===== src/rtl/pef_pkg.sv =====
// ---------------------------------------------------------------------------
// pef_pkg
// Shared constants, register codes and beat control type for the peak
// envelope follower.
// ---------------------------------------------------------------------------
package pef_pkg;

    localparam int SAMPLE_BITS_DEF    = 24;
    localparam int COEF_FRAC_BITS_DEF = 16;
    localparam int HOLD_BITS          = 20;
    localparam int CFG_INDEX_BITS     = 2;

    typedef enum logic [CFG_INDEX_BITS-1:0] {
        REG_ATTACK_COEF   = 2'd0,
        REG_RELEASE_COEF  = 2'd1,
        REG_RELEASE_LEVEL = 2'd2,
        REG_HOLD_SAMPLES  = 2'd3
    } cfg_reg_t;

    // control travelling with a beat between stages
    typedef struct packed {
        logic valid;
        logic last;
    } beat_ctl_t;

    // widest configuration register
    function automatic int cfg_data_bits(input int sample_bits, input int coef_frac_bits);
        int w;
        w = sample_bits;
        if (coef_frac_bits + 1 > w)
        begin
            w = coef_frac_bits + 1;
        end
        if (HOLD_BITS > w)
        begin
            w = HOLD_BITS;
        end
        return w;
    endfunction

endpackage


===== src/rtl/pef_out_stage.sv =====
// ---------------------------------------------------------------------------
// pef_out_stage
// Result register driving the envelope stream.
// ---------------------------------------------------------------------------
module pef_out_stage
    import pef_pkg::*;
#(
    parameter int SAMPLE_BITS = SAMPLE_BITS_DEF
)
(
    input  logic                   clk,
    input  logic                   rst_n,
    input  beat_ctl_t              ld_ctl,
    input  logic [SAMPLE_BITS-1:0] env_in,
    output logic                   load_ready,
    output logic                   m_tvalid,
    input  logic                   m_tready,
    output logic [SAMPLE_BITS-1:0] envelope,
    output logic                   m_tlast
);

    logic                   valid_reg;
    logic                   last_reg;
    logic [SAMPLE_BITS-1:0] env_reg;

    assign load_ready = !valid_reg || m_tready;
    assign m_tvalid   = valid_reg;
    assign envelope   = env_reg;
    assign m_tlast    = last_reg;

    always_ff @(posedge clk or negedge rst_n)
    begin
        if (!rst_n)
        begin
            valid_reg <= 1'b0;
        end
        else if (load_ready)
        begin
            valid_reg <= ld_ctl.valid;
        end
    end

    always_ff @(posedge clk)
    begin
        if (ld_ctl.valid && load_ready)
        begin
            env_reg  <= env_in;
            last_reg <= ld_ctl.last;
        end
    end

endmodule


===== config.mk =====
export PLATFORM = sky130hd
export DESIGN_NAME = pef_out_stage
export DESIGN_NICKNAME = d
export VERILOG_FILES = /design/src/rtl/pef_pkg.sv /design/src/rtl/pef_out_stage.sv
export SDC_FILE = /design/constraint.sdc
export NUM_CORES = 1
export LEC_CHECK = 0
export ABC_CLOCK_PERIOD_IN_PS = 1500
export BUFFER_PORTS_ARGS = -buffer_cell sky130_fd_sc_hd__buf_2
export CORE_MARGIN = 3
export CORE_UTILIZATION = 39
export CTS_BUF_LIST = sky130_fd_sc_hd__clkbuf_16
export DETAILED_ROUTE_END_ITERATION = 16
export PLACE_DENSITY = 0.76
export REMOVE_ABC_BUFFERS = 1
export SETUP_SLACK_MARGIN = 0.05
export SLEW_MARGIN = 20
export SYNTH_ARGS = -nofsm -noshare
export SYNTH_HDL_FRONTEND = slang
export SYNTH_SLANG_ARGS = --single-unit

===== constraint.sdc =====
create_clock -name clk -period 1.5 [get_ports clk]
set_input_delay 0.075 -clock clk [delete_from_list [all_inputs] [get_ports clk]]
set_output_delay 0.075 -clock clk [all_outputs]
set_load 0.01 [all_outputs]

# Yosys cells after proc, flatten, opt, wreduce, memory -nomap -nowiden
# Cells that the tools add are included.
[word_totals]
out_inout_bits = 27
elab_cells = 6
regBits = 26
input_bits = 29
[classes]
reduce_logical = 3
[ops]
columns = ["operator", "count"]
rows = [
  ["$logic_and A1 B1 Y1", 1],
  ["$logic_not A1 Y1", 1],
  ["$logic_or A1 B1 Y1", 1],
]

# Longest topological paths before layout
[depth]
ltp_word = 3
depth_mapped = 2
mapped_depth_nobuf = 2

# Worst setup path after synthesis
# No wires, ideal clock.
[synth_path]
path_kind = "register to register"
start = "register valid_reg, in the netlist m_tvalid"
end = "register env_reg[0], in the netlist envelope[0] (enable)"
path_stages_with_launch = 3
period_less_slack_ns = 1.151
n_path_buf = 0
t_arrival_ns = 0.823
path_slack_ns = 0.349
path_cell_list = "dfrtp_1 nand2b_4 and2_4"
[synth_via]
elab_chain_cells = 3
[synth_lines]
columns = ["element", "line_no", "rtl"]
rows = [
  ["start: declaration", "pef_out_stage.sv:22", "logic valid_reg;"],
  ["start signal: assignment", "pef_out_stage.sv:39", "valid_reg <= ld_ctl.valid;"],
  ["$logic_not A1 Y1", "pef_out_stage.sv:26", "assign load_ready = !valid_reg || m_tready;"],
  ["$logic_or A1 B1 Y1", "pef_out_stage.sv:26", ""],
  ["named net load_ready", "pef_out_stage.sv:15", "output logic load_ready,"],
  ["$logic_and A1 B1 Y1", "pef_out_stage.sv:45", "if (ld_ctl.valid && load_ready)"],
  ["end signal: assignment", "pef_out_stage.sv:47", "env_reg <= env_in;"],
  ["end: declaration", "pef_out_stage.sv:24", "logic [SAMPLE_BITS-1:0] env_reg;"],
]
# The timed path passes the listed nets, and every way through them passes these cells.
# A chain may end at the register's enable or synchronous reset.

# Worst setup path in the final report
[layout_path]
start = "register valid_reg, in the netlist m_tvalid"
end = "register env_reg[17], in the netlist envelope[17] (enable)"
[layout_via]
elab_chain_cells = 3
[layout_lines]
columns = ["element", "line_no"]
rows = [
  ["$logic_not A1 Y1", "pef_out_stage.sv:26"],
  ["$logic_or A1 B1 Y1", "pef_out_stage.sv:26"],
  ["$logic_and A1 B1 Y1", "pef_out_stage.sv:45"],
]
# Every way passes these cells.

==> metrics.cfg <==
[run_status]
status = finished clean

[floorplan]
die_w_um = 51.4
core-area_um2 = 1840
initial_core_util_pct = 43.7
rows = 15
die_h_um = 51.4
ios = 56
die_area_um2 = 2640

[grt]
use_met2_pct = 23.7
grt_max_degree = 26
grt_pass1_vias = 528
busiest_layer = met2
track_usage_pct = 12.6
antenna_found_initial = 0
grt_pass1_wl_mm = 2.44
grt.overflow.total = 0
grt_use_met3_pct = 1.75
grt_use_met1_pct = 15.1

[timing]
hold_ws_ps = 1.44
fin_skew_ps = 3.55
slew-limit-headroom_pct = 79.6
tightest_slew_ps = 306
max_freq_mhz = 868
hold_violations = 0
rsz0062_at_grt = no
post-route-period-util_pct = 76.8
setup_total_negative_slack_ps = 0
slew_viol_final = 0
setup_violations = 0
finalCriticalPeriod_ps = 1150

[routing]
drt_wl_total_mm = 1.74
vias = 551
drc = 0
dr.pass1.iters = 4
postRouteAntennaNets = 0
vias_per_cell = 4.24
drt-initial-drc-count = 7
wl_per_cell_um = 13.4

[worst_setup_path]
slowest_stage = dfrtp_1
worstPathCellList = nand2b_4, and2_4
required_ps = 1420
path_class = flip-flop to flip-flop
cp.arrival_ps = 1080
critPathLaunchType = flip-flop
crit_fanout = 25
max_stage_delay_ps = 400
crit_buf_inv = 0
crit_family = simple AND/OR/NAND/NOR gates
end_kind = flip-flop

[pwr]
irDropWorstVdd_v = 0.000892
powerDensity_nw_per_um2 = 1160
p_leak_nw = 0.590

[yosys]
syn-instance-count = 29
synth_area_um2 = 805
synth.distinct_cells = 5
yosysSeqAreaShare_pct = 96.4
synth.ff_latch_count = 26
yosysWarningCount = 0
syn_avg_cell_area_um2 = 27.7

[finish]
drive_above_1_share_pct = 57.1
n_fill_cell = 132
finalNetCount = 135
synthToLayoutAreaGrowth_pct = 69.1
antennaDiodeCount = 0
regArea_um2 = 776
multi_input_area_um2 = 28.8

[clock_network]
cts_sinks = 26
cts_buffers = 3
cts-root-buf = clkbuf_16
clock_path_buffers = 2
path_clk_slew_ps = 60
clkLatencyLatePin_ps = 250
cts_tree = yes
htreeDepth = 1

[run]
cap_violations = 0

[placement]
portBuffers = 55
gp_congestion = 0.691

[worst_hold_path]
hp-class = primary input to flip-flop

==> synth_stat cells <==
| library cell | n | area share [%] |
|---|---|---|
| and2_4 | 1 | 1.1 |
| dfrtp_1 | 1 | 3.1 |
| edfxtp_1 | 25 | 93 |
| nand2b_1 | 1 | 0.78 |
| nand2b_4 | 1 | 1.7 |
==> report_power, final <==
group / internal, W / leakage (nW) / total, W / switching (W)
logic: 0.0000850 / 0.302 / 0.000154 / 0.0000685
registers: 0.000844 / 0.249 / 0.000855 / 0.0000108
clock network: 0.000355 / 0.0385 / 0.000563 / 0.000207
total: 0.00128 / 0.590 / 0.00157 / 0.000287
==> cell usage in the layout, fill, tap and decap left out <==
cell,count
and2_4,1
buf_2,55
clkbuf_16,3
clkinv_1,1
dfrtp_1,1
dlygate4sd3_1,17
edfxtp_1,25
nand2b_1,1
nand2b_4,1
==> metal layers <==
metal  share of wire [%]  vias to the layer above
met5                   0                        -
met4                   0                        0
met3                 7.9                        0
met2                  58                       26
met1                  34                      260
li1                    -                      265
==> stage by stage <==
| stage | total power, W | worst slack (ps) | instances | instance area, µm² | utilization, % |
|---|---|---|---|---|---|
| finish | 0.00157 | 348 | 130 | 1360 | 73.9 |
| CTS | 0.00157 | 337 | 125 | 1310 | 71.2 |
| floorplan | 0.000913 | 349 | 29 | 805 | - |
| detailed placement | 0.000990 | 345 | 109 | 1110 | 60.4 |
| global placement | 0.000986 | 367 | 109 | 1110 | 60.4 |
| global route | 0.00163 | 294 | 130 | 1360 | 73.9 |
==> what timing repair did <==
item | CTS | global route
buffers inserted | 0 | 0
hold endpoints to repair | 12 | 5
hold buffers | 12 | 5
gates resized for setup | 0 | 0
==> state kept, by name, summed over array words and instances, names as in the netlist <==
signal	flops
envelope	24
m_tlast	1
m_tvalid	1
==> logic make-up (layout without fill, tap and decap cells) <==
group | Yosys count | after routing | share of synthesized area, %
flops | 26 | 26 | 96.4
simple gates | 3 | 3 | 3.58
buf+inv | 0 | 76 | 0
==> layout make-up <==
class                   count  share of cell area [%]
flip-flops and latches     26                    57.0
repair buffers             72                    32.8
clock buffers               3                    5.52
well taps                  25                    2.30
multi-input cells           3                    2.12
clock inverters             1                   0.276
==> final timing paths <==
check	cells after the start	start	slack, ps	to
hold / removal	1	env_in[12]	1	envelope[12]
hold reg to reg	2	m_tvalid	540	m_tvalid
min in group asynchronous	2	rst_n	130	m_tvalid
setup / recovery	2	m_tvalid	350	envelope[17]
max in group asynchronous	2	rst_n	1290	m_tvalid
setup reg to reg	2	m_tvalid	350	envelope[17]
No activity file was read; power rests on OpenSTA's default activity.
