==> src/rtl/pef_pkg.sv <==
// ---------------------------------------------------------------------------
// pef_pkg
// Shared constants, register codes and beat control type for the peak
// envelope follower.
// ---------------------------------------------------------------------------
package pef_pkg;

    localparam int SAMPLE_BITS_DEF    = 24;
    localparam int COEF_FRAC_BITS_DEF = 16;
    localparam int HOLD_BITS          = 20;
    localparam int CFG_INDEX_BITS     = 2;

    typedef enum logic [CFG_INDEX_BITS-1:0] {
        REG_ATTACK_COEF   = 2'd0,
        REG_RELEASE_COEF  = 2'd1,
        REG_RELEASE_LEVEL = 2'd2,
        REG_HOLD_SAMPLES  = 2'd3
    } cfg_reg_t;

    // control travelling with a beat between stages
    typedef struct packed {
        logic valid;
        logic last;
    } beat_ctl_t;

    // widest configuration register
    function automatic int cfg_data_bits(input int sample_bits, input int coef_frac_bits);
        int w;
        w = sample_bits;
        if (coef_frac_bits + 1 > w)
        begin
            w = coef_frac_bits + 1;
        end
        if (HOLD_BITS > w)
        begin
            w = HOLD_BITS;
        end
        return w;
    endfunction

endpackage

==> src/rtl/pef_in_stage.sv <==
// ---------------------------------------------------------------------------
// pef_in_stage
// Input register for the sample stream and magnitude of the held sample.
// ---------------------------------------------------------------------------
module pef_in_stage
    import pef_pkg::*;
#(
    parameter int SAMPLE_BITS = SAMPLE_BITS_DEF
)
(
    input  logic                   clk,
    input  logic                   rst_n,
    input  logic                   s_tvalid,
    output logic                   s_tready,
    input  logic [SAMPLE_BITS-1:0] sample,
    input  logic                   s_tlast,
    input  logic                   advance,
    output beat_ctl_t              ctl,
    output logic [SAMPLE_BITS-1:0] mag
);

    beat_ctl_t              ctl_reg;
    logic [SAMPLE_BITS-1:0] sample_reg;

    assign s_tready = !ctl_reg.valid || advance;
    assign ctl      = ctl_reg;

    // most negative sample maps to 2^(N-1), which fits unsigned
    assign mag = sample_reg[SAMPLE_BITS-1] ? (~sample_reg + 1'b1) : sample_reg;

    always_ff @(posedge clk or negedge rst_n)
    begin
        if (!rst_n)
        begin
            ctl_reg <= '0;
        end
        else if (s_tvalid && s_tready)
        begin
            ctl_reg.valid <= 1'b1;
            ctl_reg.last  <= s_tlast;
        end
        else if (advance)
        begin
            ctl_reg.valid <= 1'b0;
        end
    end

    always_ff @(posedge clk)
    begin
        if (s_tvalid && s_tready)
        begin
            sample_reg <= sample;
        end
    end

endmodule

==> config.mk <==
export PLATFORM = sky130hd
export DESIGN_NAME = pef_in_stage
export DESIGN_NICKNAME = d
export VERILOG_FILES = /design/src/rtl/pef_pkg.sv /design/src/rtl/pef_in_stage.sv
export SDC_FILE = /design/constraint.sdc
export NUM_CORES = 1
export LEC_CHECK = 0
export ABC_AREA = 1
export BUFFER_PORTS_ARGS = -buffer_cell sky130_fd_sc_hd__buf_2
export CORE_UTILIZATION = 40
export DETAILED_ROUTE_END_ITERATION = 6
export PLACE_DENSITY = 0.67
export RECOVER_POWER = 25
export SYNTH_ARGS = -nofsm -noshare
export SYNTH_HDL_FRONTEND = slang
export SYNTH_SLANG_ARGS = --single-unit
==> constraint.sdc <==
create_clock -name clk -period 3.59 [get_ports clk]
set_clock_uncertainty 0.05 [all_clocks]
set_input_delay 0.718 -clock clk [delete_from_list [all_inputs] [get_ports clk]]
set_output_delay 0.718 -clock clk [all_outputs]
set_load 0.01 [all_outputs]
-- Word-level counts from Yosys, hierarchy flattened
Cells that the tools add are included.
- register bits after elaboration: 26
- input port bits: 29
- word-level logic and storage cells: 12
- reduce and logical (&&, ||, !) cells: 4
- add/sub/neg operators: 1
- bitwise operators: 1
- muxes and demuxes: 3
- operators with widths (cell ; number):
    adder 24 x 1 -> 24 bit, second input constant ; 1
    2-to-1 mux 24 bit ; 1
    inverter 24 bit ; 1
    2-to-1 mux 1 bit ; 2
    nonzero test 2 bit ; 1
    logical AND 1 bit ; 1
    logical NOT 1 bit ; 1
    logical OR 1 bit ; 1

-- Logic depth before layout (Yosys ltp)
- depth in word-level cells: 4
- mapped depth: 9
- gate-level depth less buffers: 9

-- Worst setup path before layout
No wires, ideal clock.
- kind: flip-flop to output port
- start point: register sample_reg[0]
- end point: output port mag[10]
- buffers on the path: 0
- setup slack: 1620 ps
- required time: 2822 ps
- arrival time: 1202 ps
- cell stages (with the launch flop): 8
- cells stage by stage: edfxtp_1 > inv_2 > ha_1 > nand3_2 > nor2_2 > nand2_1 > nand2_2 > xor2_1
- word-level cells in the longest chain between the ends: 3
- RTL lines (element ; line ; source):
    start: declaration ; pef_in_stage.sv:23 ; logic [SAMPLE_BITS-1:0] sample_reg;
    start signal: assignment ; pef_in_stage.sv:52 ; sample_reg <= sample;
    inverter 24 bit ; pef_in_stage.sv:29 ; assign mag = sample_reg[SAMPLE_BITS-1] ? (~sample_reg + 1'b1) : sample_reg;
    adder 24 x 1 -> 24 bit ; pef_in_stage.sv:29 ;
    2-to-1 mux 24 bit ; pef_in_stage.sv:29 ;
    end: declaration ; pef_in_stage.sv:19 ; output logic [SAMPLE_BITS-1:0] mag
No other way between the ends.

-- Worst setup path in the final report
- start point: register sample_reg[1]
- end point: output port mag[22]
Same word-level chain as after synthesis.

==> flow_summary.ini <==
[cells_and_area]
area.growth.synth_to_final_pct = 23.1
multi_input_comb_area_um2 = 676
final_net_count = 271
area.sequential_um2 = 771
largest_register_ffs = 24
num-fill-cells = 369
num_antenna_cells = 0
post_route_cells_drive_above_1_share_pct = 34.6

[floorplan]
row_count = 22
dieWidth_um = 64.6
design.portCount = 56
floorplan.die.height_um = 64.6
floorplan.core_area_mm2 = 0.00372
initial_standard_cell_utilization_of_the_core_pct = 42.1
design.die.area_mm2 = 0.00417

[cts]
cts_tree = yes
max-clock-path-buffers = 2
post_cts_hold_buffer_count = 0
cts_made_buffers = 3
post_cts_resize_count = 0
clk_transition_reported_paths_ns = 0.08
cts-root-buf = clkbuf_8
clock_sink_count = 26
cts.repair_timing.setup_buffer_count = 0
h-tree-depth = 1
clk_latency_ns = 0.26

[detailed_routing]
remaining_drc_errors = 0
wire_per_inst_um = 10.4
drt_first_iter_violations = 60
num_vias = 1329
detail_route.vias_per_cell = 4.61
drt-total-wl_mm = 3.00
drtAntennaViolNets = 0
drt_first_pass_iters = 4

[yosys]
synthesis.instances = 184
yosys-top-cells-area = edfxtp_1 46%, nand2_1 13%, inv_1 5.3%
synth_seq_area_share_pct = 49.2
avgSynthCellArea_um2 = 8.51
netlist.top_cell.by_area = edfxtp_1
netlist_area_pre_place_mm2 = 0.00157
synth_most_common_cell = nand2_1
yosysWarningCount = 0
synthDominantCellAreaShare_pct = 46.0
cell_variety_after_synth = 25
async_reset_ff_share_pct = 7.69
ys.flop_type = edfxtp_1
synth_enable_flop_cells = 24
yosys_register_bits = 26
synth_common_cells = 55 x nand2_1, 24 x edfxtp_1, 22 x inv_1
syn_nets = 214

[global_route]
grt_antenna_before_repair = 0
globalRouteTotalUtil_pct = 15.3
maximum_number_of_pins_on_one_net_before_global_route_repair = 26
global_route.overflow_total = 0
grt_first_pass_wirelength_mm = 4.86
vias_in_the_first_global_route = 1233

[status]
run_status = completed

[place]
placement.io_buffers = 55
dp_hpwl_mm = 2.48
detailedPlace.worstSlack_ns = 1.40
place_congestion = 0.813

[critical_path]
crit_chain = inv_1 -> ha_1 -> nand3_2 -> nor2_2 -> nand2_1 -> nand2_1 -> nand2_1 -> nand2_1 -> nand2_1 -> buf_2
critical_path.startpoint_type = flip-flop
slowest_stage = edfxtp_1
critPathMostFrequentCell = nand2_1
timing.critical_path.slowest_cell_delay_ns = 0.41
cp_max_fo = 4
endpoint_kind = primary output
r2r-start = ctl[1]$_DFFE_PN0P_
cp_data_arrival_time_ns = 1.73
cp.required_ns = 2.82
critical_path_class = reg2out
rr_endpoint = sample_reg[20]$_DFFE_PP_
ff2ff_path_depth = 3
setup.reg_to_reg.worst_slack_ns = 1.95

[timing]
finalSetupViolCount = 0
achievable-frequency_mhz = 400
report.final.hold_viol_count = 0
finalWorstSetupSlack_ns = 1.09
final.min_clock_period_ns = 2.50
slew_viol_final = 0
timing.max_slew.rel_slack_pct = 40.5
min_period_over_period_pct = 69.6
timing_worst_slew_pin_value_ns = 0.892
unrepaired_setup_endpoints_after_global_routing = false
setup_total_negative_slack_ns = 0

[worst_hold_path]
hold_path_class = in2async

[pwr]
total_leakage_power_nw = 0.940
pd_cells_mw_per_mm2 = 352
largest_vdd_supply_drop_v = 0.000166

[job]
drv.max_cap_violation_count = 0
[cell usage in the layout (no fill, tap or decap), drive strengths merged]
cell / Yosys / layout
nand2: 63 / 63
buf: 4 / 55
nor2: 29 / 29
inv: 25 / 25
edfxtp: 24 / 24
nand3: 13 / 13
xor2: 7 / 7
o21ai: 7 / 7
clkbuf: 0 / 5
xnor2: 3 / 3
nand3b: 3 / 3
dfrtp: 2 / 2
o211ai: 1 / 1
a21oi: 1 / 1
nand4: 1 / 1
ha: 1 / 1
[area by class of cell]
cell class	instances	share of cell area (%)
flip-flops and latches	26	40.0
multi-input cells	129	35.1
repair buffers	56	14.6
inverters	25	4.87
well taps	48	3.12
clock buffers	4	2.34
[cells by family (layout without fill, tap and decap cells)]
| family | count (synthesis) | count (layout) | share of synthesized area (%) |
|---|---|---|---|
| XOR/XNOR | 10 | 10 | 6.08 |
| AO/OA/AOI/OAI | 9 | 9 | 3.04 |
| flip-flops | 26 | 26 | 49.2 |
| buffers and inverters | 29 | 85 | 7.59 |
| adder cells (fa/ha/maj) | 1 | 1 | 0.799 |
| AND/OR/NAND/NOR | 109 | 109 | 33.3 |
[metal layers]
metal | up-vias | GRT usage (%) | part of all wire [%]
li1 | 691 | - | -
met4 | 0 | 8.33 | 2.7
met1 | 593 | 19.5 | 46
met5 | - | 0 | 0
met2 | 38 | 25.4 | 46
met3 | 7 | 1.58 | 4.8
[how the worst max path moves through the flow]
stage	slack, ns	endpoint	start	cells after the start
final	1.09	mag[22]	sample_reg[1]$_DFFE_PP_	10
after global routing	0.96	mag[18]	sample_reg[1]$_DFFE_PP_	10
after CTS	1.08	mag[22]	sample_reg[1]$_DFFE_PP_	10
after detailed placement	1.40	mag[22]	sample_reg[1]$_DFFE_PP_	10
after global placement	1.46	mag[18]	sample_reg[23]$_DFFE_PP_	6
after floorplan	1.62	mag[10]	sample_reg[0]$_DFFE_PP_	7
[power breakdown]
group	total [W]	switching, W	internal [W]
combinational	0.000139	0.0000806	0.0000582
clock	0.000164	0.0000851	0.0000794
sequential	0.000374	0.0000183	0.000356
[critical path, delay by kind of cell (launching register included)]
kind / cells / cell delay, ns
buffers and inverters: 2 / 0.22
flip-flops: 1 / 0.41
AND/OR/NAND/NOR: 7 / 0.64
adder cells (fa/ha/maj): 1 / 0.18
[per-stage QoR]
step,cell area (um2),util (%),power (W),hold slack [ns],cells
2_1_floorplan,1570,-,0.000464,0.372,184
3_3_place_gp,1880,50.7,0.000521,0.413,284
3_5_place_dp,1880,50.7,0.000522,0.416,284
4_1_cts,1930,51.9,0.000685,0.163,288
5_1_grt,1930,51.9,0.000716,0.156,288
6_report,1930,51.9,0.000678,0.166,288
No activity file was read; power rests on OpenSTA's default activity.
